[config.mk]
export PLATFORM = sky130hd
export DESIGN_NAME = slab_slot_allocator
export DESIGN_NICKNAME = d
export VERILOG_FILES = /design/src/rtl/core/sas_pkg.sv /design/src/rtl/core/sas_front.sv /design/src/rtl/core/sas_back.sv /design/src/rtl/core/slab_slot_allocator.sv
export SDC_FILE = /design/constraint.sdc
export NUM_CORES = 1
export LEC_CHECK = 0
export BUFFER_PORTS_ARGS = -buffer_cell sky130_fd_sc_hd__buf_4
export CAP_MARGIN = 20
export CORE_ASPECT_RATIO = 0.8
export CORE_UTILIZATION = 50
export DETAILED_ROUTE_END_ITERATION = 10
export PLACE_DENSITY = 0.65
export RECOVER_POWER = 50
export SYNTH_ARGS = -nofsm -noshare
export SYNTH_HDL_FRONTEND = slang
export SYNTH_HIERARCHICAL = 1
export SYNTH_SLANG_ARGS = --single-unit
[constraint.sdc]
create_clock -name clk -period 7.11 [get_ports clk]
set_input_delay 0.3555 -clock clk [delete_from_list [all_inputs] [get_ports clk]]
set_output_delay 0.3555 -clock clk [all_outputs]
set_load 0.01 [all_outputs]
[src/rtl/core/sas_pkg.sv]
`timescale 1ns / 1ps

package sas_pkg;

  localparam int MAX_BLOCKS      = 16;
  localparam int SLOTS_PER_BLOCK = 8;
  localparam int BLK_W           = $clog2(MAX_BLOCKS);
  localparam int SLOT_W          = $clog2(SLOTS_PER_BLOCK);
  localparam int CNT_W           = $clog2(SLOTS_PER_BLOCK + 1);
  localparam int NBLK_W          = $clog2(MAX_BLOCKS + 1);
  localparam int ADDR_W          = BLK_W + SLOT_W;
  localparam int STACK_DEPTH     = MAX_BLOCKS * SLOTS_PER_BLOCK;
  localparam int QUEUE_DEPTH     = 2;
  localparam int QCNT_W          = $clog2(QUEUE_DEPTH + 1);
  localparam int QPTR_W          = $clog2(QUEUE_DEPTH);

  typedef enum logic [0:0] {
    OP_ACQUIRE = 1'b0,
    OP_RELEASE = 1'b1
  } op_t;

  typedef enum logic [1:0] {
    ST_OK          = 2'd0,
    ST_EXHAUSTED   = 2'd1,
    ST_BAD_RELEASE = 2'd2
  } status_t;

  typedef enum logic [0:0] {
    BK_EXEC = 1'b0,
    BK_READ = 1'b1
  } back_state_t;

  typedef struct packed {
    op_t               op;
    logic [BLK_W-1:0]  blk;
    logic [SLOT_W-1:0] slot;
  } req_t;

  typedef struct packed {
    logic [BLK_W-1:0]  blk;
    logic [SLOT_W-1:0] slot;
    status_t           status;
  } rsp_t;

endpackage

[src/rtl/core/sas_front.sv]
`timescale 1ns / 1ps

module sas_front (
  input  logic                       clk,
  input  logic                       rst,
  input  logic                       req_valid,
  output logic                       req_ready,
  input  logic                       cmd,
  input  logic [sas_pkg::BLK_W-1:0]  release_block,
  input  logic [sas_pkg::SLOT_W-1:0] release_slot,
  output logic                       q_valid,
  input  logic                       q_ready,
  output sas_pkg::req_t              q_item
);
  import sas_pkg::*;

  req_t              entries [QUEUE_DEPTH];
  logic [QPTR_W-1:0] wr_ptr;
  logic [QPTR_W-1:0] rd_ptr;
  logic [QCNT_W-1:0] count;
  req_t              incoming;
  logic              push;
  logic              pop;

  always_comb begin
    incoming.blk  = release_block;
    incoming.slot = release_slot;
    unique case (cmd)
      1'b0: incoming.op = OP_ACQUIRE;
      1'b1: incoming.op = OP_RELEASE;
      default: incoming.op = OP_ACQUIRE;
    endcase
  end

  assign req_ready = (count != QCNT_W'(QUEUE_DEPTH));
  assign q_valid   = (count != '0);
  assign q_item    = entries[rd_ptr];
  assign push      = req_valid && req_ready;
  assign pop       = q_valid && q_ready;

  always_ff @(posedge clk) begin
    if (push) begin
      entries[wr_ptr] <= incoming;
    end
  end

  always_ff @(posedge clk) begin
    if (rst) begin
      wr_ptr <= '0;
      rd_ptr <= '0;
      count  <= '0;
    end else begin
      if (push) begin
        wr_ptr <= (wr_ptr == QPTR_W'(QUEUE_DEPTH - 1)) ? '0 : wr_ptr + QPTR_W'(1);
      end
      if (pop) begin
        rd_ptr <= (rd_ptr == QPTR_W'(QUEUE_DEPTH - 1)) ? '0 : rd_ptr + QPTR_W'(1);
      end
      if (push && !pop) begin
        count <= count + QCNT_W'(1);
      end else if (pop && !push) begin
        count <= count - QCNT_W'(1);
      end
    end
  end

endmodule

[src/rtl/core/sas_back.sv]
`timescale 1ns / 1ps

module sas_back (
  input  logic          clk,
  input  logic          rst,
  input  logic          q_valid,
  output logic          q_ready,
  input  sas_pkg::req_t q_item,
  output logic          rsp_valid,
  input  logic          rsp_ready,
  output sas_pkg::rsp_t rsp
);
  import sas_pkg::*;

  localparam logic [SLOT_W-1:0] SLOT_MAX  = SLOT_W'(SLOTS_PER_BLOCK - 1);
  localparam logic [CNT_W-1:0]  CNT_FULL  = CNT_W'(SLOTS_PER_BLOCK);
  localparam logic [NBLK_W-1:0] NBLK_FULL = NBLK_W'(MAX_BLOCKS);

  back_state_t       state;
  back_state_t       state_next;

  logic [CNT_W-1:0]  slots_left [MAX_BLOCKS];
  // Stack positions below the low mark still hold their creation value,
  // so a new block needs no fill pass through the stack memory.
  logic [CNT_W-1:0]  low_mark   [MAX_BLOCKS];
  logic [NBLK_W-1:0] blocks_created;
  logic [SLOT_W-1:0] stack_mem  [STACK_DEPTH];
  logic [SLOT_W-1:0] rd_data;

  logic [BLK_W-1:0]  acq_blk;
  logic [SLOT_W-1:0] acq_pos;
  logic              acq_init;

  logic [MAX_BLOCKS-1:0] nonempty;
  logic              hint_found;
  logic [BLK_W-1:0]  hint_idx;

  logic              space;
  logic              fc_we;
  logic [BLK_W-1:0]  fc_idx;
  logic [CNT_W-1:0]  fc_wdata;
  logic              lw_we;
  logic [CNT_W-1:0]  lw_wdata;
  logic              create;
  logic              mem_we;
  logic              mem_re;
  logic [ADDR_W-1:0] mem_addr;
  logic              latch_acq;
  logic [SLOT_W-1:0] acq_pos_next;
  logic              acq_init_next;
  logic              rsp_load;
  rsp_t              rsp_next;
  logic [CNT_W-1:0]  cnt_cur;
  logic [CNT_W-1:0]  cnt_dec;

  always_comb begin
    for (int i = 0; i < MAX_BLOCKS; i++) begin
      nonempty[i] = (slots_left[i] != '0);
    end
  end

  // The lowest block with free slots is the allocation hint.
  always_comb begin
    hint_found = 1'b0;
    hint_idx   = '0;
    for (int i = MAX_BLOCKS - 1; i >= 0; i--) begin
      if (nonempty[i]) begin
        hint_found = 1'b1;
        hint_idx   = BLK_W'(i);
      end
    end
  end

  assign space = !rsp_valid || rsp_ready;

  always_ff @(posedge clk) begin
    if (rst) begin
      state <= BK_EXEC;
    end else begin
      state <= state_next;
    end
  end

  always_comb begin
    state_next    = state;
    q_ready       = 1'b0;
    fc_we         = 1'b0;
    fc_idx        = q_item.blk;
    fc_wdata      = '0;
    lw_we         = 1'b0;
    lw_wdata      = CNT_FULL;
    create        = 1'b0;
    mem_we        = 1'b0;
    mem_re        = 1'b0;
    mem_addr      = '0;
    latch_acq     = 1'b0;
    acq_pos_next  = '0;
    acq_init_next = 1'b0;
    rsp_load      = 1'b0;
    rsp_next.blk    = '0;
    rsp_next.slot   = '0;
    rsp_next.status = ST_OK;
    cnt_cur       = slots_left[fc_idx];
    cnt_dec       = '0;
    unique case (state)
      BK_EXEC: begin
        if (q_valid && space) begin
          q_ready = 1'b1;
          unique case (q_item.op)
            OP_ACQUIRE: begin
              if (hint_found) begin
                fc_idx        = hint_idx;
                cnt_cur       = slots_left[hint_idx];
                cnt_dec       = cnt_cur - CNT_W'(1);
                fc_we         = 1'b1;
                fc_wdata      = cnt_dec;
                latch_acq     = 1'b1;
                acq_pos_next  = cnt_dec[SLOT_W-1:0];
                acq_init_next = (cnt_dec < low_mark[hint_idx]);
                mem_re        = 1'b1;
                mem_addr      = {hint_idx, cnt_dec[SLOT_W-1:0]};
                state_next    = BK_READ;
              end else if (blocks_created >= NBLK_FULL) begin
                rsp_load        = 1'b1;
                rsp_next.status = ST_EXHAUSTED;
              end else begin
                // Create the next block and pop its top entry at once.
                fc_idx        = blocks_created[BLK_W-1:0];
                fc_we         = 1'b1;
                fc_wdata      = CNT_FULL - CNT_W'(1);
                lw_we         = 1'b1;
                lw_wdata      = CNT_FULL;
                create        = 1'b1;
                latch_acq     = 1'b1;
                acq_pos_next  = SLOT_MAX;
                acq_init_next = 1'b1;
                state_next    = BK_READ;
              end
            end
            OP_RELEASE: begin
              rsp_load = 1'b1;
              if ({1'b0, q_item.blk} >= blocks_created || cnt_cur == CNT_FULL) begin
                rsp_next.status = ST_BAD_RELEASE;
              end else begin
                fc_we    = 1'b1;
                fc_wdata = cnt_cur + CNT_W'(1);
                mem_we   = 1'b1;
                mem_addr = {q_item.blk, cnt_cur[SLOT_W-1:0]};
                if (cnt_cur < low_mark[q_item.blk]) begin
                  lw_we    = 1'b1;
                  lw_wdata = cnt_cur;
                end
              end
            end
            default: begin
              q_ready = 1'b1;
            end
          endcase
        end
      end
      BK_READ: begin
        if (space) begin
          rsp_load        = 1'b1;
          rsp_next.blk    = acq_blk;
          rsp_next.slot   = acq_init ? (SLOT_MAX - acq_pos) : rd_data;
          rsp_next.status = ST_OK;
          state_next      = BK_EXEC;
        end
      end
      default: begin
        state_next = BK_EXEC;
      end
    endcase
  end

  always_ff @(posedge clk) begin
    if (mem_we) begin
      stack_mem[mem_addr] <= q_item.slot;
    end
    if (mem_re) begin
      rd_data <= stack_mem[mem_addr];
    end
  end

  always_ff @(posedge clk) begin
    if (lw_we) begin
      low_mark[fc_idx] <= lw_wdata;
    end
    if (latch_acq) begin
      acq_blk  <= fc_idx;
      acq_pos  <= acq_pos_next;
      acq_init <= acq_init_next;
    end
    if (rsp_load) begin
      rsp <= rsp_next;
    end
  end

  always_ff @(posedge clk) begin
    if (rst) begin
      for (int i = 0; i < MAX_BLOCKS; i++) begin
        slots_left[i] <= '0;
      end
      blocks_created <= '0;
      rsp_valid      <= 1'b0;
    end else begin
      if (fc_we) begin
        slots_left[fc_idx] <= fc_wdata;
      end
      if (create) begin
        blocks_created <= blocks_created + NBLK_W'(1);
      end
      if (rsp_load) begin
        rsp_valid <= 1'b1;
      end else if (rsp_ready) begin
        rsp_valid <= 1'b0;
      end
    end
  end

endmodule

[src/rtl/core/slab_slot_allocator.sv]
`timescale 1ns / 1ps

// Slot allocator over up to sixteen blocks of eight slots, with one result
// transfer for every request transfer, in order. Requests enter a two-entry
// queue and are carried out one at a time by the execution stage: a release
// or an exhausted acquire finishes there, and any other acquire passes on to
// a read state, because the free-slot stack memory has a registered read
// port. The lowest block with free slots is found each cycle from per-block
// free counts, and a newly created block needs no fill of the stack memory,
// so there is no clearing pass after reset. A full result register lets the
// queue keep taking requests while a result waits.
module slab_slot_allocator (
  input  logic                       clk,
  input  logic                       rst,
  input  logic                       req_valid,
  output logic                       req_ready,
  input  logic                       cmd,
  input  logic [sas_pkg::BLK_W-1:0]  release_block,
  input  logic [sas_pkg::SLOT_W-1:0] release_slot,
  output logic                       rsp_valid,
  input  logic                       rsp_ready,
  output logic [sas_pkg::BLK_W-1:0]  granted_block,
  output logic [sas_pkg::SLOT_W-1:0] granted_slot,
  output logic [1:0]                 status
);
  import sas_pkg::*;

  logic q_valid;
  logic q_ready;
  req_t q_item;
  rsp_t rsp;

  sas_front u_front (
    .clk           (clk),
    .rst           (rst),
    .req_valid     (req_valid),
    .req_ready     (req_ready),
    .cmd           (cmd),
    .release_block (release_block),
    .release_slot  (release_slot),
    .q_valid       (q_valid),
    .q_ready       (q_ready),
    .q_item        (q_item)
  );

  sas_back u_back (
    .clk       (clk),
    .rst       (rst),
    .q_valid   (q_valid),
    .q_ready   (q_ready),
    .q_item    (q_item),
    .rsp_valid (rsp_valid),
    .rsp_ready (rsp_ready),
    .rsp       (rsp)
  );

  assign granted_block = rsp.blk;
  assign granted_slot  = rsp.slot;
  assign status        = rsp.status;

endmodule
==> impl_metrics.json <==
{
  "status": "finished, violations left",
  "failed_checks": "capacitance limit, slew limit",
  "grt_util_met1_pct": 43.36,
  "drtAntennaViolNets": 0,
  "via_per_inst": 6.515,
  "whs_ns": 0.05306,
  "setup_viol": 0,
  "die_y_um": 204.7,
  "powerDensity_nw_per_um2": 354.3,
  "core-area_sq_um": 50140,
  "final_common_cell": "edfxtp_1",
  "layout_common_cells": "548 x edfxtp_1, 347 x nand2_1, 257 x nor2_1, 76 x a21oi_1, 70 x nand3_1",
  "rsz0062_at_grt": "no",
  "wirelength_mm": 74.62,
  "dp_hpwl_mm": 48.71,
  "num_rows": 73,
  "grt_pass1_wl_mm": 111.4,
  "busiest_layer": "met1",
  "met3_usage_pct": 8.142,
  "vias": 18230,
  "clkLatencyLatePin_ns": 0.63,
  "grt_usage_pct": 28.59,
  "cts_buffers": 55,
  "final_layout_size_suffix_gt1_share_pct": 11.45,
  "path_clk_slew_ns": 0.07,
  "crit_fanout": 17,
  "crit_arrival_ns": 6.85,
  "worstRegToRegCells": 14,
  "grt.overflow.total": 0,
  "ios": 23,
  "clkSinkCount": 560,
  "clock_path_buffers": 3,
  "route.detailed.drc": 0,
  "first_iter_violations": 2390,
  "place_ws_ns": 0.8746,
  "worstSetupPathType": "register to register",
  "critPathCaptureType": "register",
  "ys_seq_area_share_pct": 65.03,
  "initial_utilization_pct": 51.20,
  "min_period_over_period_pct": 91.11,
  "die-area_sq_um": 52260,
  "ctsResizeCount": 0,
  "cpPeakStageDelay_ns": 0.94,
  "p_leak_uw": 0.009398,
  "chipWidth_um": 255.3,
  "antenna_found_initial": 2,
  "fin_crit_ns": 6.478,
  "post-route-cell-area_sq_um": 28530,
  "grt_max_degree": 103,
  "gp_congestion": 0.9670,
  "cts_tree": "built",
  "drv_cap": 4,
  "synthFlopType": "edfxtp_1",
  "rr_endpoint": "u_back/rd_data[1]",
  "final.setup.worst_slack_ns": 0.6323,
  "crit_chain": "mux2_1 -> mux4_2 -> mux4_2 -> inv_1 -> ha_1 -> nand3b_1 -> o21a_1 -> and3_1 -> a22oi_1 -> nand2_1 -> a311oi_1 -> o211ai_1 -> o22ai_1 -> a2111oi_2",
  "endpoint": "u_back/rd_data[1]",
  "met2_usage_pct": 40.11,
  "fin_nets": 2108,
  "hold_violations": 0,
  "post_drt_wl_per_cell_um": 26.67,
  "place_area_sq_um": 26720,
  "synthCells": 2044,
  "setup-tns-final_ns": 0,
  "synth-seq-cells": 560,
  "reg2reg_slack_ns": 0.63,
  "worst_slew_pin_slew_ns": 4.403,
  "syn_nets": 2072,
  "async_flop_share_pct": 0,
  "synth_area_sq_um": 25670,
  "final_max_slew_viol_count": 324,
  "slowest_stage": "mux2_1",
  "first_global_vias": 17240,
  "irDropWorstVdd_mv": 0.2552,
  "slew_headroom_pct": -193.5,
  "synth_edf_count": 548,
  "first_pass_iters": 6,
  "power_uw": 10110,
  "cts_root_buf": "clkbuf_16",
  "worstSetupStartpointType": "register",
  "finalClockSkew_ns": 0.03906,
  "ys_types": 93,
  "max_freq_mhz": 154.4,
  "cp.required_ns": 7.48,
  "avgSynthCellArea_sq_um": 12.56,
  "htreeDepth": 2,
  "cp_common_cell": "mux4_2",
  "place.port_buffers": 22,
  "hold_path_class": "input pin to register",
  "area_growth_syn_to_layout_pct": 11.13,
  "yosysWarnings": 6
}
[layer usage]
layer  wire length [um]  vias up  share of wire [%]
met5                  7        -             0.0094
met4               1753        2                2.3
met3               9388      147                 13
met2              31080     1199                 42
met1              32390     9053                 43
li1                   -     7828                  -
[synth_stat cells (27+ instances only)]
master,instances,area share [%]
buf_2,32,0.62
and3_1,29,0.71
nand3_1,71,1.4
clkbuf_1,58,0.85
edfxtp_1,548,64
a21oi_1,79,1.5
o21ai_0,55,1.1
nor2_1,257,3.8
mux4_2,39,3.4
inv_1,27,0.39
mux2i_1,55,2.1
nand2_1,347,5.1
[sequential cells by signal, indices dropped and copies added (netlist names), 2 cells and up, named ones only]
name                   count
u_back/acq_blk             4
u_back/rsp                 9
u_back/blocks_created      5
u_back/slots_left         64
u_back/low_mark           64
u_back/stack_mem         384
u_front/count              2
u_back/rd_data             3
u_back/acq_pos             3
u_front/entries           16
[what timing repair did]
item,in CTS,in global routing
buffers inserted,0,0
hold buffers,8,0
hold endpoints to repair,16,0
[cell families after synthesis]
logic type | count (synthesis) | share of synthesized area, %
AO/OA/AOI/OAI | 361 | 10.01
adder cells (fa/ha/maj) | 16 | 0.7798
AND/OR/NAND/NOR | 837 | 14.73
buffers and inverters | 145 | 2.598
multiplexers | 116 | 6.545
XOR/XNOR | 9 | 0.3070
flip-flops | 560 | 65.03
[worst min path at each step]
stage,start,to,slack [ns],cells past startpoint
2_1_floorplan,rst,u_front/count[1],0.42,1
3_3_place_gp,u_front/rd_ptr,u_front/rd_ptr,0.49,2
3_5_place_dp,u_front/rd_ptr,u_front/rd_ptr,0.50,2
4_1_cts,rsp_ready,u_back/state,0.02,4
5_1_grt,rsp_ready,u_back/state,0.08,4
6_report,rsp_ready,u_back/state,0.05,4
[through the flow]
stage,utilization [%],instances
CTS,57.03,2795
global route,56.89,2797
floorplan,-,2044
finish,56.90,2798
detailed placement,53.29,2688
global placement,53.29,2688
[where the power goes]
group	internal (uW)	switching, uW
Combinational	909	2200
Clock	1670	1260
Sequential	4010	66.5
[worst max-delay path: cells and delay by family (launching register included)]
| kind | cells | cell delay (ns) |
|---|---|---|
| compound gates | 6 | 2.27 |
| mux | 3 | 2.17 |
| simple gates | 3 | 0.90 |
| flops | 1 | 0.52 |
| buf+inv | 1 | 0.18 |
| fa+ha+maj | 1 | 0.17 |
[area by class of cell]
| type | instances | area (sq um) |
|---|---|---|
| flip-flops and latches | 560 | 16700 |
| fillers | 4041 | 21610 |
| repair buffers | 96 | 730.7 |
| diodes | 1 | 2.502 |
| clock buffers | 66 | 1449 |
| inverters | 28 | 105.1 |
| clock inverters | 33 | 349.1 |
| multi-input cells | 1339 | 8354 |
| well taps | 675 | 844.6 |
No activity file was read; power rests on OpenSTA's default activity.
